$ cat src/sv/irpdt_pkg.sv
`timescale 1ns / 1ps

package irpdt_pkg;

  localparam int CODE_BITS = 8;
  localparam int BIDX_W    = $clog2(CODE_BITS + 1);

  localparam int PHASE_W = 3;
  localparam logic [PHASE_W-1:0] PH_IDLE       = 3'd0;
  localparam logic [PHASE_W-1:0] PH_LEAD_MARK  = 3'd1;
  localparam logic [PHASE_W-1:0] PH_LEAD_SPACE = 3'd2;
  localparam logic [PHASE_W-1:0] PH_BIT_MARK   = 3'd3;
  localparam logic [PHASE_W-1:0] PH_BIT_SPACE  = 3'd4;
  localparam logic [PHASE_W-1:0] PH_END_MARK   = 3'd5;
  localparam logic [PHASE_W-1:0] PH_GAP        = 3'd6;

  localparam int UNIT_W = 9;
  localparam int TICK_W = 20;

  localparam logic [UNIT_W-1:0] LEADER_MARK_CYC    = 9'd280;
  localparam logic [UNIT_W-1:0] LEADER_SPACE_UNITS = 9'd140;
  localparam logic [UNIT_W-1:0] BIT_MARK_CYC       = 9'd23;
  localparam logic [UNIT_W-1:0] ONE_SPACE_UNITS    = 9'd64;
  localparam logic [UNIT_W-1:0] ZERO_SPACE_UNITS   = 9'd21;
  localparam logic [UNIT_W-1:0] END_MARK_CYC       = 9'd21;

  // Register map
  localparam int CFG_ADDR_W = 2;
  localparam int CFG_DATA_W = 20;
  localparam logic [CFG_ADDR_W-1:0] REG_CARRIER_HALF = 2'd0;
  localparam logic [CFG_ADDR_W-1:0] REG_SPACE_UNIT   = 2'd1;
  localparam logic [CFG_ADDR_W-1:0] REG_TRAIL_GAP    = 2'd2;

  localparam logic [7:0]        RST_CARRIER_HALF = 8'd9;
  localparam logic [7:0]        RST_SPACE_UNIT   = 8'd20;
  localparam logic [TICK_W-1:0] RST_TRAIL_GAP    = 20'd200000;

  typedef struct packed {
    logic [7:0]        carrier_half;
    logic [7:0]        space_unit;
    logic [TICK_W-1:0] trail_gap;
  } cfg_t;

  typedef struct packed {
    logic [PHASE_W-1:0]   phase;
    logic [CODE_BITS-1:0] shift_code;
    logic [BIDX_W-1:0]    bit_idx;
    logic [UNIT_W-1:0]    unit_cnt;
    logic [TICK_W-1:0]    tick_cnt;
    logic                 carrier;
  } tx_state_t;

  typedef struct packed {
    logic pin_level;
    logic busy_res;
    logic frame_done;
  } tx_res_t;

endpackage

$ cat src/sv/irpdt_cfg.sv
`timescale 1ns / 1ps

module irpdt_cfg (
  input  logic                                clk_i,
  input  logic                                rst_ni,
  input  logic                                cfg_we_i,
  input  logic [irpdt_pkg::CFG_ADDR_W-1:0]    cfg_addr_i,
  input  logic [irpdt_pkg::CFG_DATA_W-1:0]    cfg_wdata_i,
  output irpdt_pkg::cfg_t                     cfg_o
);

  irpdt_pkg::cfg_t cfg_q, cfg_d;

  always_comb begin
    cfg_d = cfg_q;
    if (cfg_we_i) begin
      case (cfg_addr_i)
        irpdt_pkg::REG_CARRIER_HALF: cfg_d.carrier_half = cfg_wdata_i[7:0];
        irpdt_pkg::REG_SPACE_UNIT:   cfg_d.space_unit   = cfg_wdata_i[7:0];
        irpdt_pkg::REG_TRAIL_GAP:    cfg_d.trail_gap    = cfg_wdata_i;
        default: ;
      endcase
    end
  end

  always_ff @(posedge clk_i or negedge rst_ni) begin
    if (!rst_ni) begin
      cfg_q.carrier_half <= irpdt_pkg::RST_CARRIER_HALF;
      cfg_q.space_unit   <= irpdt_pkg::RST_SPACE_UNIT;
      cfg_q.trail_gap    <= irpdt_pkg::RST_TRAIL_GAP;
    end else begin
      cfg_q <= cfg_d;
    end
  end

  assign cfg_o = cfg_q;

endmodule

$ cat src/sv/irpdt_step.sv
`timescale 1ns / 1ps

// One word's worth of frame sequencing: next state and result.
module irpdt_step (
  input  irpdt_pkg::tx_state_t  st_i,
  input  irpdt_pkg::cfg_t       cfg_i,
  input  logic                  op_i,
  input  logic [7:0]            code_i,
  output irpdt_pkg::tx_state_t  st_o,
  output irpdt_pkg::tx_res_t    res_o
);

  logic                         is_mark;
  logic                         nxt_mark;
  logic [7:0]                   half;
  logic [7:0]                   unit;
  logic [irpdt_pkg::TICK_W:0]   tick_inc;
  logic [irpdt_pkg::UNIT_W-1:0] unit_inc;
  logic [irpdt_pkg::UNIT_W-1:0] seg_len;
  logic [irpdt_pkg::BIDX_W-1:0] bidx_inc;
  logic [31:0]                  code_ext;
  logic                         seg_end;
  logic                         done;

  always_comb begin
    st_o     = st_i;
    done     = 1'b0;
    seg_end  = 1'b0;
    is_mark  = (st_i.phase == irpdt_pkg::PH_LEAD_MARK) ||
               (st_i.phase == irpdt_pkg::PH_BIT_MARK) ||
               (st_i.phase == irpdt_pkg::PH_END_MARK);
    half     = (cfg_i.carrier_half == 8'd0) ? 8'd1 : cfg_i.carrier_half;
    unit     = (cfg_i.space_unit == 8'd0) ? 8'd1 : cfg_i.space_unit;
    tick_inc = {1'b0, st_i.tick_cnt} + 1'b1;
    unit_inc = st_i.unit_cnt + 1'b1;
    bidx_inc = st_i.bit_idx + 1'b1;
    code_ext = 32'(code_i);

    case (st_i.phase)
      irpdt_pkg::PH_LEAD_MARK:  seg_len = irpdt_pkg::LEADER_MARK_CYC;
      irpdt_pkg::PH_LEAD_SPACE: seg_len = irpdt_pkg::LEADER_SPACE_UNITS;
      irpdt_pkg::PH_BIT_MARK:   seg_len = irpdt_pkg::BIT_MARK_CYC;
      irpdt_pkg::PH_BIT_SPACE:  seg_len = st_i.shift_code[0] ? irpdt_pkg::ONE_SPACE_UNITS
                                                             : irpdt_pkg::ZERO_SPACE_UNITS;
      default:                  seg_len = irpdt_pkg::END_MARK_CYC;
    endcase

    if (op_i) begin
      if (st_i.phase == irpdt_pkg::PH_IDLE) begin
        st_o.phase      = irpdt_pkg::PH_LEAD_MARK;
        st_o.shift_code = code_ext[irpdt_pkg::CODE_BITS-1:0];
        st_o.bit_idx    = '0;
        st_o.unit_cnt   = '0;
        st_o.tick_cnt   = '0;
        st_o.carrier    = 1'b1;
      end
    end else if (st_i.phase != irpdt_pkg::PH_IDLE) begin
      if (is_mark) begin
        if (tick_inc >= {13'd0, half}) begin
          st_o.tick_cnt = '0;
          if (st_i.carrier) begin
            st_o.carrier = 1'b0;
          end else begin
            // low half closes a carrier cycle
            st_o.carrier  = 1'b1;
            st_o.unit_cnt = unit_inc;
            seg_end       = (unit_inc >= seg_len);
          end
        end else begin
          st_o.tick_cnt = tick_inc[irpdt_pkg::TICK_W-1:0];
        end
      end else if (st_i.phase == irpdt_pkg::PH_GAP) begin
        st_o.tick_cnt = tick_inc[irpdt_pkg::TICK_W-1:0];
        seg_end       = (tick_inc >= {1'b0, cfg_i.trail_gap});
      end else begin
        if (tick_inc >= {13'd0, unit}) begin
          st_o.tick_cnt = '0;
          st_o.unit_cnt = unit_inc;
          seg_end       = (unit_inc >= seg_len);
        end else begin
          st_o.tick_cnt = tick_inc[irpdt_pkg::TICK_W-1:0];
        end
      end

      if (seg_end) begin
        st_o.unit_cnt = '0;
        st_o.tick_cnt = '0;
        st_o.carrier  = 1'b1;
        case (st_i.phase)
          irpdt_pkg::PH_LEAD_MARK:  st_o.phase = irpdt_pkg::PH_LEAD_SPACE;
          irpdt_pkg::PH_LEAD_SPACE: begin
            st_o.phase   = irpdt_pkg::PH_BIT_MARK;
            st_o.bit_idx = '0;
          end
          irpdt_pkg::PH_BIT_MARK:   st_o.phase = irpdt_pkg::PH_BIT_SPACE;
          irpdt_pkg::PH_BIT_SPACE: begin
            st_o.shift_code = st_i.shift_code >> 1;
            st_o.bit_idx    = bidx_inc;
            st_o.phase      = (bidx_inc >= irpdt_pkg::BIDX_W'(irpdt_pkg::CODE_BITS))
                              ? irpdt_pkg::PH_END_MARK : irpdt_pkg::PH_BIT_MARK;
          end
          irpdt_pkg::PH_END_MARK: begin
            st_o.carrier = 1'b0;
            if (cfg_i.trail_gap == '0) begin
              st_o.phase = irpdt_pkg::PH_IDLE;
              done       = 1'b1;
            end else begin
              st_o.phase = irpdt_pkg::PH_GAP;
            end
          end
          default: begin
            st_o.carrier = 1'b0;
            st_o.phase   = irpdt_pkg::PH_IDLE;
            done         = 1'b1;
          end
        endcase
      end
    end

    nxt_mark = (st_o.phase == irpdt_pkg::PH_LEAD_MARK) ||
               (st_o.phase == irpdt_pkg::PH_BIT_MARK) ||
               (st_o.phase == irpdt_pkg::PH_END_MARK);

    if (op_i) begin
      res_o.pin_level  = nxt_mark & st_o.carrier;
      res_o.busy_res   = (st_o.phase != irpdt_pkg::PH_IDLE);
      res_o.frame_done = 1'b0;
    end else begin
      res_o.pin_level  = is_mark & st_i.carrier;
      res_o.busy_res   = (st_i.phase != irpdt_pkg::PH_IDLE);
      res_o.frame_done = done;
    end
  end

endmodule

$ cat src/sv/ir_pulse_distance_transmitter.sv
`timescale 1ns / 1ps
// Path: input register, sequencer, result register (once the slot is free).
// Throughput: one word per cycle; sequencer is one pass of logic between the
//   input register and the result register; a stalled result stalls input.
// Reset: async active low; sequencer idle, no words held, config regs back
//   to 9 / 20 / 200000 ticks.
module ir_pulse_distance_transmitter (
  input  logic                             clk_i,
  input  logic                             rst_ni,
  input  logic                             cfg_we_i,
  input  logic [irpdt_pkg::CFG_ADDR_W-1:0] cfg_addr_i,
  input  logic [irpdt_pkg::CFG_DATA_W-1:0] cfg_wdata_i,
  input  logic                             in_valid_i,
  output logic                             in_stall_o,
  input  logic                             in_op_i,
  input  logic [7:0]                       in_code_i,
  output logic                             out_valid_o,
  input  logic                             out_stall_i,
  output logic                             out_pin_level_o,
  output logic                             out_busy_res_o,
  output logic                             out_frame_done_o
);

  irpdt_pkg::cfg_t      cfg;
  irpdt_pkg::tx_state_t st_q, st_d;
  irpdt_pkg::tx_res_t   res_d, res_q;

  logic       in_valid_q;
  logic       op_q;
  logic [7:0] code_q;
  logic       out_valid_q;
  logic       adv;

  irpdt_cfg u_cfg (
    .clk_i       (clk_i),
    .rst_ni      (rst_ni),
    .cfg_we_i    (cfg_we_i),
    .cfg_addr_i  (cfg_addr_i),
    .cfg_wdata_i (cfg_wdata_i),
    .cfg_o       (cfg)
  );

  irpdt_step u_step (
    .st_i   (st_q),
    .cfg_i  (cfg),
    .op_i   (op_q),
    .code_i (code_q),
    .st_o   (st_d),
    .res_o  (res_d)
  );

  // result slot frees up when empty or being taken
  assign adv        = ~out_valid_q | ~out_stall_i;
  assign in_stall_o = in_valid_q & ~adv;

  always_ff @(posedge clk_i or negedge rst_ni) begin
    if (!rst_ni) begin
      in_valid_q  <= 1'b0;
      out_valid_q <= 1'b0;
      st_q        <= '0;
    end else begin
      if (!in_stall_o) begin
        in_valid_q <= in_valid_i;
      end
      if (adv) begin
        out_valid_q <= in_valid_q;
      end
      if (in_valid_q && adv) begin
        st_q <= st_d;
      end
    end
  end

  always_ff @(posedge clk_i) begin
    if (in_valid_i && !in_stall_o) begin
      op_q   <= in_op_i;
      code_q <= in_code_i;
    end
    if (in_valid_q && adv) begin
      res_q <= res_d;
    end
  end

  assign out_valid_o      = out_valid_q;
  assign out_pin_level_o  = res_q.pin_level;
  assign out_busy_res_o   = res_q.busy_res;
  assign out_frame_done_o = res_q.frame_done;

endmodule

$ cat config.mk
export PLATFORM = sky130hd
export DESIGN_NAME = ir_pulse_distance_transmitter
export DESIGN_NICKNAME = d
export VERILOG_FILES = /design/src/sv/irpdt_pkg.sv /design/src/sv/irpdt_cfg.sv /design/src/sv/irpdt_step.sv /design/src/sv/ir_pulse_distance_transmitter.sv
export SDC_FILE = /design/constraint.sdc
export NUM_CORES = 1
export LEC_CHECK = 0
export ABC_AREA = 1
export BUFFER_PORTS_ARGS = -buffer_cell sky130_fd_sc_hd__buf_2
export CAP_MARGIN = 0
export CORE_MARGIN = 10
export CORE_UTILIZATION = 50
export DETAILED_ROUTE_END_ITERATION = 6
export HOLD_SLACK_MARGIN = 0.05
export PLACE_DENSITY = 0.74
export SKIP_LAST_GASP = 1
export SYNTH_ARGS = -nofsm -noshare
export SYNTH_HDL_FRONTEND = slang
export SYNTH_SLANG_ARGS = --single-unit
$ cat constraint.sdc
create_clock -name clk_i -period 3.7 [get_ports clk_i]
set_clock_uncertainty 0.05 [all_clocks]
set_input_delay 0.185 -clock clk_i [delete_from_list [all_inputs] [get_ports clk_i]]
set_output_delay 0.185 -clock clk_i [all_outputs]
set_load 0.02 [all_outputs]
Word-level counts from Yosys, hierarchy flattened

Index checks and enable logic that the tools add are counted.

Register bits after elaboration: 95
Latch bits: 0
RAM bits: 0
Bits in read-only memories: 0
Input bits: 36
Output and inout port bits: 5
Logic and storage cells: 113
Memories: 0

$add $sub $neg: 3
Multiply operators: 0
Div/mod/pow operators: 0
Order comparisons: 5
Equality and inequality tests: 15
Shifts and indexed selects: 0
Mux-type cells: 37
Bitwise logic cells: 9
Reductions and logical operators: 28

Operator list:

| operator                                                        | count |
|---|---|
| 45-bit 2-to-1 mux                                               | 4 |
| 20-bit 2-to-1 mux                                               | 3 |
| 21-bit by 8-bit >= comparator with 1-bit output                 | 2 |
| 9-bit 2-to-1 mux                                                | 4 |
| 9-bit case mux with 4 select lines                              | 1 |
| 29-bit 2-to-1 mux                                               | 1 |
| 8-bit 2-to-1 mux                                                | 3 |
| 20-bit by 1-bit adder with 21-bit output, second input constant | 1 |
| 21-bit by 20-bit >= comparator with 1-bit output                | 1 |
| 20-bit logical NOT                                              | 1 |
| 8-bit logical NOT                                               | 2 |
| 3-bit case mux with 5 select lines                              | 1 |
| 1-bit 2-to-1 mux                                                | 14 |
| 3-bit == test, second input constant                            | 4 |
| 5-bit AND reduction                                             | 2 |
| 9-bit by 1-bit adder with 9-bit output, second input constant   | 1 |
| 3-bit by 2-bit == test with 1-bit output, second input constant | 3 |
| 9-bit >= comparator                                             | 1 |
| 3-bit 2-to-1 mux                                                | 3 |
| 3-bit nonzero test                                              | 3 |
| 4-bit inequality test, second input constant                    | 2 |
| 4-bit case mux with 2 select lines                              | 1 |
| 7-bit 2-to-1 mux                                                | 1 |
| 7-bit AND reduction                                             | 1 |
| other kinds (22)                                                | 37 |

Logic depth before layout (Yosys ltp)

Depth in word-level cells: 16
Mapped depth: 27
Mapped depth without buffers: 27

By module

A second synthesis with hierarchy kept.

Cells, all modules: 1014
Area total of the unflattened synthesis: 7123.1 um^2

Modules (own cells, without submodules):

| module                        | times used | cells an instance | area each (um^2) | sequential area each (um^2) |
|---|---|---|---|---|
| irpdt_step                    | 1          | 634               | 3324.4           | 0.0 |
| ir_pulse_distance_transmitter | 1          | 218               | 2262.2           | 1536.5 |
| irpdt_cfg                     | 1          | 162               | 1536.5           | 913.4 |

Least setup slack after synthesis

No wires, ideal clock.

Kind: reg2reg
Start: register st_q[1] (netlist name)
End: register st_q[21] (netlist name)
Library setup time: 0.121 ns
Arrival: 2.913 ns
Required time: 3.529 ns
Slack: 0.616 ns
Stages on the path, launching flop included: 23
Buffers on the path: 1
Clock period less this slack: 3.084 ns
Cells stage by stage: dfrtp_1 ha_1 nand2_2 nor2_4 nand3_1 nor2_1 nand2_1 nand2_2 inv_1 ha_1 nand2_1 nor2_1 a211oi_1 nand2_1 a21oi_1 nand2_1 nand2_1 nand3_4 nand2_4 nand2_4 o21ai_4 buf_6 o21ai_1

Word-level cells in the longest chain between the ends: 10
Elaborated cells between the ends (all ways): 18
Those cells by class: add/sub: 1; order compare: 3; eq/ne: 3; mux: 9; reduce/logical: 2

RTL lines:

| element                                                                                 | RTL line                            | RTL |
|---|---|---|
| from (decl)                                                                             | ir_pulse_distance_transmitter.sv:25 | `irpdt_pkg::tx_state_t st_q, st_d;` |
| from (signal assigned)                                                                  | ir_pulse_distance_transmitter.sv:69 | `st_q <= st_d;` |
| 20-bit by 1-bit adder with 21-bit output (*)                                            | irpdt_step.sv:34                    | `tick_inc = {1'b0, st_i.tick_cnt} + 1'b1;` |
| branches (longest 9 deep; another with 21-bit by 8-bit >= comparator with 1-bit output) | n/a                                 |  |

Mark *: on every way between the ends. The select of a mux whose other input is x is not followed.
A chain may end at the register's enable or synchronous reset.

==> impl_metrics.prom <==
# TYPE chip_impl_metric gauge
chip_impl_info{name="cts_tree",value="done"} 1
chip_impl_metric{name="syn_nets",unit=""} 890
chip_impl_metric{name="ys_seq_elements",unit=""} 95
chip_impl_metric{name="drt_pass1_iterations",unit=""} 7
chip_impl_metric{name="pre_cts_slack",unit="ns"} 0.109
chip_impl_metric{name="die_w",unit="µm"} 130
chip_impl_info{name="largest_family_of_logic_cells_by_synthesized_area",value="simple AND/OR/NAND/NOR gates"} 1
chip_impl_info{name="worstHoldPathType",value="in -> reg"} 1
chip_impl_metric{name="gr-usage-met1",unit="%"} 24.8
chip_impl_metric{name="seq_area_frac_synth",unit="%"} 40.3
chip_impl_metric{name="finalSetupViolCount",unit=""} 0
chip_impl_metric{name="maxCapViolations",unit=""} 0
chip_impl_metric{name="gp_routability_congestion",unit=""} 0.931
chip_impl_metric{name="fillers",unit=""} 1084
chip_impl_metric{name="core_box_area",unit="µm²"} 12000
chip_impl_metric{name="netSwitchingFraction",unit="%"} 39.9
chip_impl_metric{name="post_cts.repair.setup_buffers",unit=""} 0
chip_impl_metric{name="part_of_the_total_power_dissipated_in_combinational_logic",unit="%"} 37.9
chip_impl_metric{name="synth_adder_area_share",unit="%"} 9.46
chip_impl_metric{name="totalWireLength",unit="µm"} 14500
chip_impl_metric{name="critPathRequiredTime",unit="ns"} 3.87
chip_impl_info{name="grt-busiest-layer",value="met2"} 1
chip_impl_metric{name="clk_path_buf_depth",unit=""} 2
chip_impl_metric{name="clockPowerShare",unit="%"} 24.6
chip_impl_metric{name="netSwitchingPower",unit="mW"} 1.48
chip_impl_metric{name="drtAntennaViolNets",unit=""} 0
chip_impl_metric{name="synth_cell_types",unit=""} 39
chip_impl_metric{name="met2_usage",unit="%"} 28.2
chip_impl_metric{name="detailroute.via_count",unit=""} 5404
chip_impl_metric{name="fin_crit_sh",unit="%"} 95.7
chip_impl_metric{name="global_route.usage.met3",unit="%"} 2.88
chip_impl_metric{name="max-vdd-ir-drop",unit="V"} 0.000374
chip_impl_metric{name="leakage_power_of_the_design",unit="nW"} 3.60
chip_impl_metric{name="slew_violations",unit=""} 0
chip_impl_metric{name="route.detailed.vias_per_inst",unit=""} 5.25
chip_impl_metric{name="initial_drc_count",unit=""} 489
chip_impl_metric{name="final_net_count",unit=""} 960
chip_impl_metric{name="post_synth_xor_area_fraction",unit="%"} 1.87
chip_impl_metric{name="cts.clk_slew.worst_paths",unit="ns"} 0.07
chip_impl_metric{name="layout_min_cycle_time",unit="ns"} 3.54
chip_impl_metric{name="grt_antenna_before_repair",unit=""} 0
chip_impl_metric{name="floorplan.initialDensity",unit="%"} 50.9
chip_impl_metric{name="synthesis.instances",unit=""} 808
chip_impl_metric{name="num_io_pins",unit=""} 41
chip_impl_metric{name="grt_max_degree",unit=""} 84
chip_impl_metric{name="insertedDiodeCount",unit=""} 0
chip_impl_info{name="cts_root_buffer",value="sky130_fd_sc_hd__clkbuf_16"} 1
chip_impl_metric{name="p_per_area",unit="nW/µm²"} 524
chip_impl_metric{name="maxSlewHeadroom",unit="%"} 22.8
chip_impl_metric{name="timing.fmax",unit="MHz"} 282
chip_impl_metric{name="fin_setup_tns",unit="ns"} 0
chip_impl_metric{name="tightest_slew",unit="ns"} 1.16
chip_impl_metric{name="post_synth_instance_area",unit="µm²"} 6080
chip_impl_metric{name="post_route_cells_drive_above_1_share",unit="%"} 12.8
chip_impl_metric{name="grt_overflow",unit=""} 0
chip_impl_metric{name="design.die.area",unit="µm²"} 17000
chip_impl_info{name="worstSetupEndpointType",value="register"} 1
chip_impl_metric{name="critical_path_peak_fanout",unit=""} 17
chip_impl_metric{name="vias_in_the_first_global_route",unit=""} 5309
chip_impl_metric{name="port-buffer-count",unit=""} 40
chip_impl_metric{name="cts_made_buffers",unit=""} 9
chip_impl_metric{name="globalRouteTotalUtil",unit="%"} 18.2
chip_impl_metric{name="cts_htree_levels",unit=""} 3
chip_impl_metric{name="seq_power_share",unit="%"} 37.4
chip_impl_metric{name="synth_compound_area_share",unit="%"} 10.1
chip_impl_info{name="outcome",value="completed"} 1
chip_impl_metric{name="area_delta_synth_final",unit="%"} 16.5
chip_impl_metric{name="clkLatencyLatePin",unit="ns"} 0.36
chip_impl_metric{name="hold_viol",unit=""} 0
chip_impl_metric{name="rows",unit=""} 40
chip_impl_metric{name="yosys_warning_total",unit=""} 0
chip_impl_metric{name="wire_length_of_the_first_global_routing_pass",unit="µm"} 25000
chip_impl_metric{name="wl_per_cell",unit="µm"} 14.1
chip_impl_info{name="path_class",value="reg -> reg"} 1
chip_impl_metric{name="clock-sinks",unit=""} 95
chip_impl_metric{name="yosys.area_share.simple",unit="%"} 29.0
chip_impl_metric{name="detailed_place_hpwl",unit="µm"} 10500
chip_impl_metric{name="setup_ws",unit="ns"} 0.158
chip_impl_metric{name="drc",unit=""} 0
chip_impl_metric{name="synthMuxAreaShare",unit="%"} 0
chip_impl_metric{name="internal-power",unit="mW"} 2.23
chip_impl_metric{name="die-height",unit="µm"} 130
chip_impl_metric{name="cp_data_arrival_time",unit="ns"} 3.72
chip_impl_metric{name="syn_avg_cell_area",unit="µm²"} 7.53
chip_impl_info{name="worstSetupStartpointType",value="register"} 1
cell usage in the layout (no fill, tap or decap), drive strengths merged, types with 7 or more instances in the layout:
master	synthesis	layout
a21oi	39	39
nand3b	7	7
edfxtp	12	12
xor2	12	12
nand4	21	21
nor4	8	8
inv	133	134
nand3	58	58
dlygate4sd3	0	24
dfrtp	73	73
nor2	90	90
ha	46	46
o22ai	13	13
nand2	203	203
buf	3	49
nor3	7	7
clkbuf	11	10
o21ai	49	49
dfstp	10	10
metrics by stage:
step                instance area (µm²)  utilization (%)  hold WS [ns]  instances  power (mW)
CTS                                7010             58.6        0.0560       1030        3.66
global route                       7090             59.3        0.0776       1030        4.01
global placement                   6480             54.1         0.311        990        2.69
detailed placement                 6480             54.1         0.313        990        2.72
finish                             7090             59.3        0.0563       1030        3.71
floorplan                          6080                -        -0.161        808        2.36
repair_timing:
action,4_1_cts,5_1_grt
gates resized for setup,0,21
hold buffers,24,0
endpoints found under the setup margin,0,45
endpoints found under the hold margin,96,0
sequential cells by signal, summed over array words and instances, names as in the netlist:
| name | count |
|---|---|
| op_q | 1 |
| out_busy_res_o | 1 |
| out_frame_done_o | 1 |
| out_pin_level_o | 1 |
| out_valid_o | 1 |
| u_cfg.cfg_o | 36 |
| code_q | 8 |
| in_valid_q | 1 |
| st_q | 45 |
worst paths after layout:
path / start / end / slack, ns / depth (start not counted)
worst min register to register: in_valid_q / out_valid_o / 0.42 / 2
worst min-delay path: cfg_wdata_i[6] / u_cfg.cfg_o[6] / 0.06 / 3
worst max-delay path: st_q[1] / out_pin_level_o / 0.16 / 20
min in group asynchronous: rst_ni / u_cfg.cfg_o[2] / 0.52 / 2
max in group asynchronous: rst_ni / st_q[44] / 2.37 / 2
worst max register to register: st_q[1] / out_pin_level_o / 0.16 / 20
synthesized netlist by cell type (all sizes together):
| library cell | n | area share (%) |
|---|---|---|
| nand2 | 203 | 13 |
| buf | 3 | 0.35 |
| nor2 | 90 | 6.2 |
| dfstp | 10 | 4.3 |
| o41ai | 1 | 0.14 |
| dfrtp | 73 | 30 |
| a211oi | 2 | 0.25 |
| o21ai | 49 | 4.3 |
| nand4 | 21 | 2.2 |
| nand3b | 7 | 0.86 |
| a21o | 1 | 0.12 |
| nor3 | 7 | 0.58 |
| a21oi | 39 | 3.2 |
| a31oi | 1 | 0.10 |
| a41o | 2 | 0.33 |
| xor2 | 12 | 1.7 |
| o22ai | 13 | 1.3 |
| nand3 | 58 | 5.1 |
| inv | 133 | 8.2 |
| clkbuf | 11 | 0.68 |
| xnor2 | 1 | 0.14 |
| or3 | 1 | 0.10 |
| or2 | 1 | 0.10 |
| o21bai | 1 | 0.12 |
| o211ai | 2 | 0.25 |
| ha | 46 | 9.5 |
| nor4 | 8 | 0.82 |
| edfxtp | 12 | 5.9 |
cells by family after synthesis:
| family | Yosys count |
|---|---|
| AND/OR/NAND/NOR | 396 |
| buffers and inverters | 147 |
| AO/OA/AOI/OAI | 111 |
| flip-flops | 95 |
| adder cells (fa/ha/maj) | 46 |
| XOR/XNOR | 13 |
area by class of cell:
type                    instances  area (µm²)  area share [%]
well taps                     147         184            2.59
clock inverters                 6        52.6           0.741
repair buffers                 73         514            7.26
inverters                     133         505            7.13
multi-input cells             566        3140            44.3
clock buffers                  10         239            3.37
flip-flops and latches         95        2450            34.6
critical path: stages (launching register included):
cell,delay [ns]
sky130_fd_sc_hd__dfrtp_1,0.41
sky130_fd_sc_hd__buf_4,0.17
sky130_fd_sc_hd__nand3_1,0.14
sky130_fd_sc_hd__nor2_2,0.30
sky130_fd_sc_hd__xor2_1,0.47
sky130_fd_sc_hd__ha_1,0.34
sky130_fd_sc_hd__nand4_1,0.11
sky130_fd_sc_hd__nor3_1,0.06
sky130_fd_sc_hd__nand3_1,0.08
sky130_fd_sc_hd__nand2_1,0.05
sky130_fd_sc_hd__a21oi_1,0.15
sky130_fd_sc_hd__nand2_1,0.11
sky130_fd_sc_hd__nand2_1,0.13
sky130_fd_sc_hd__nand3_4,0.13
sky130_fd_sc_hd__nand2_8,0.16
sky130_fd_sc_hd__nand2_1,0.07
sky130_fd_sc_hd__nand3_1,0.09
sky130_fd_sc_hd__nand2_1,0.07
sky130_fd_sc_hd__nor2_1,0.17
sky130_fd_sc_hd__nand2_1,0.07
sky130_fd_sc_hd__nand2_1,0.07
layer usage:
metal	vias up	part of all wire, %
met3	25	5.1
met4	0	2.5
li1	2765	-
met1	2461	47
met2	153	46
met5	-	0
power groups by stage:
| stage | logic, mW | registers [mW] | clock network, mW |
|---|---|---|---|
| 2_1_floorplan | 1.00 | 1.37 | 0 |
| 3_3_place_gp | 1.29 | 1.40 | 0 |
| 3_5_place_dp | 1.32 | 1.40 | 0 |
| 4_1_cts | 1.35 | 1.38 | 0.924 |
| 5_1_grt | 1.63 | 1.42 | 0.961 |
| 6_report | 1.41 | 1.39 | 0.915 |
(Power assumes the default switching activity.)
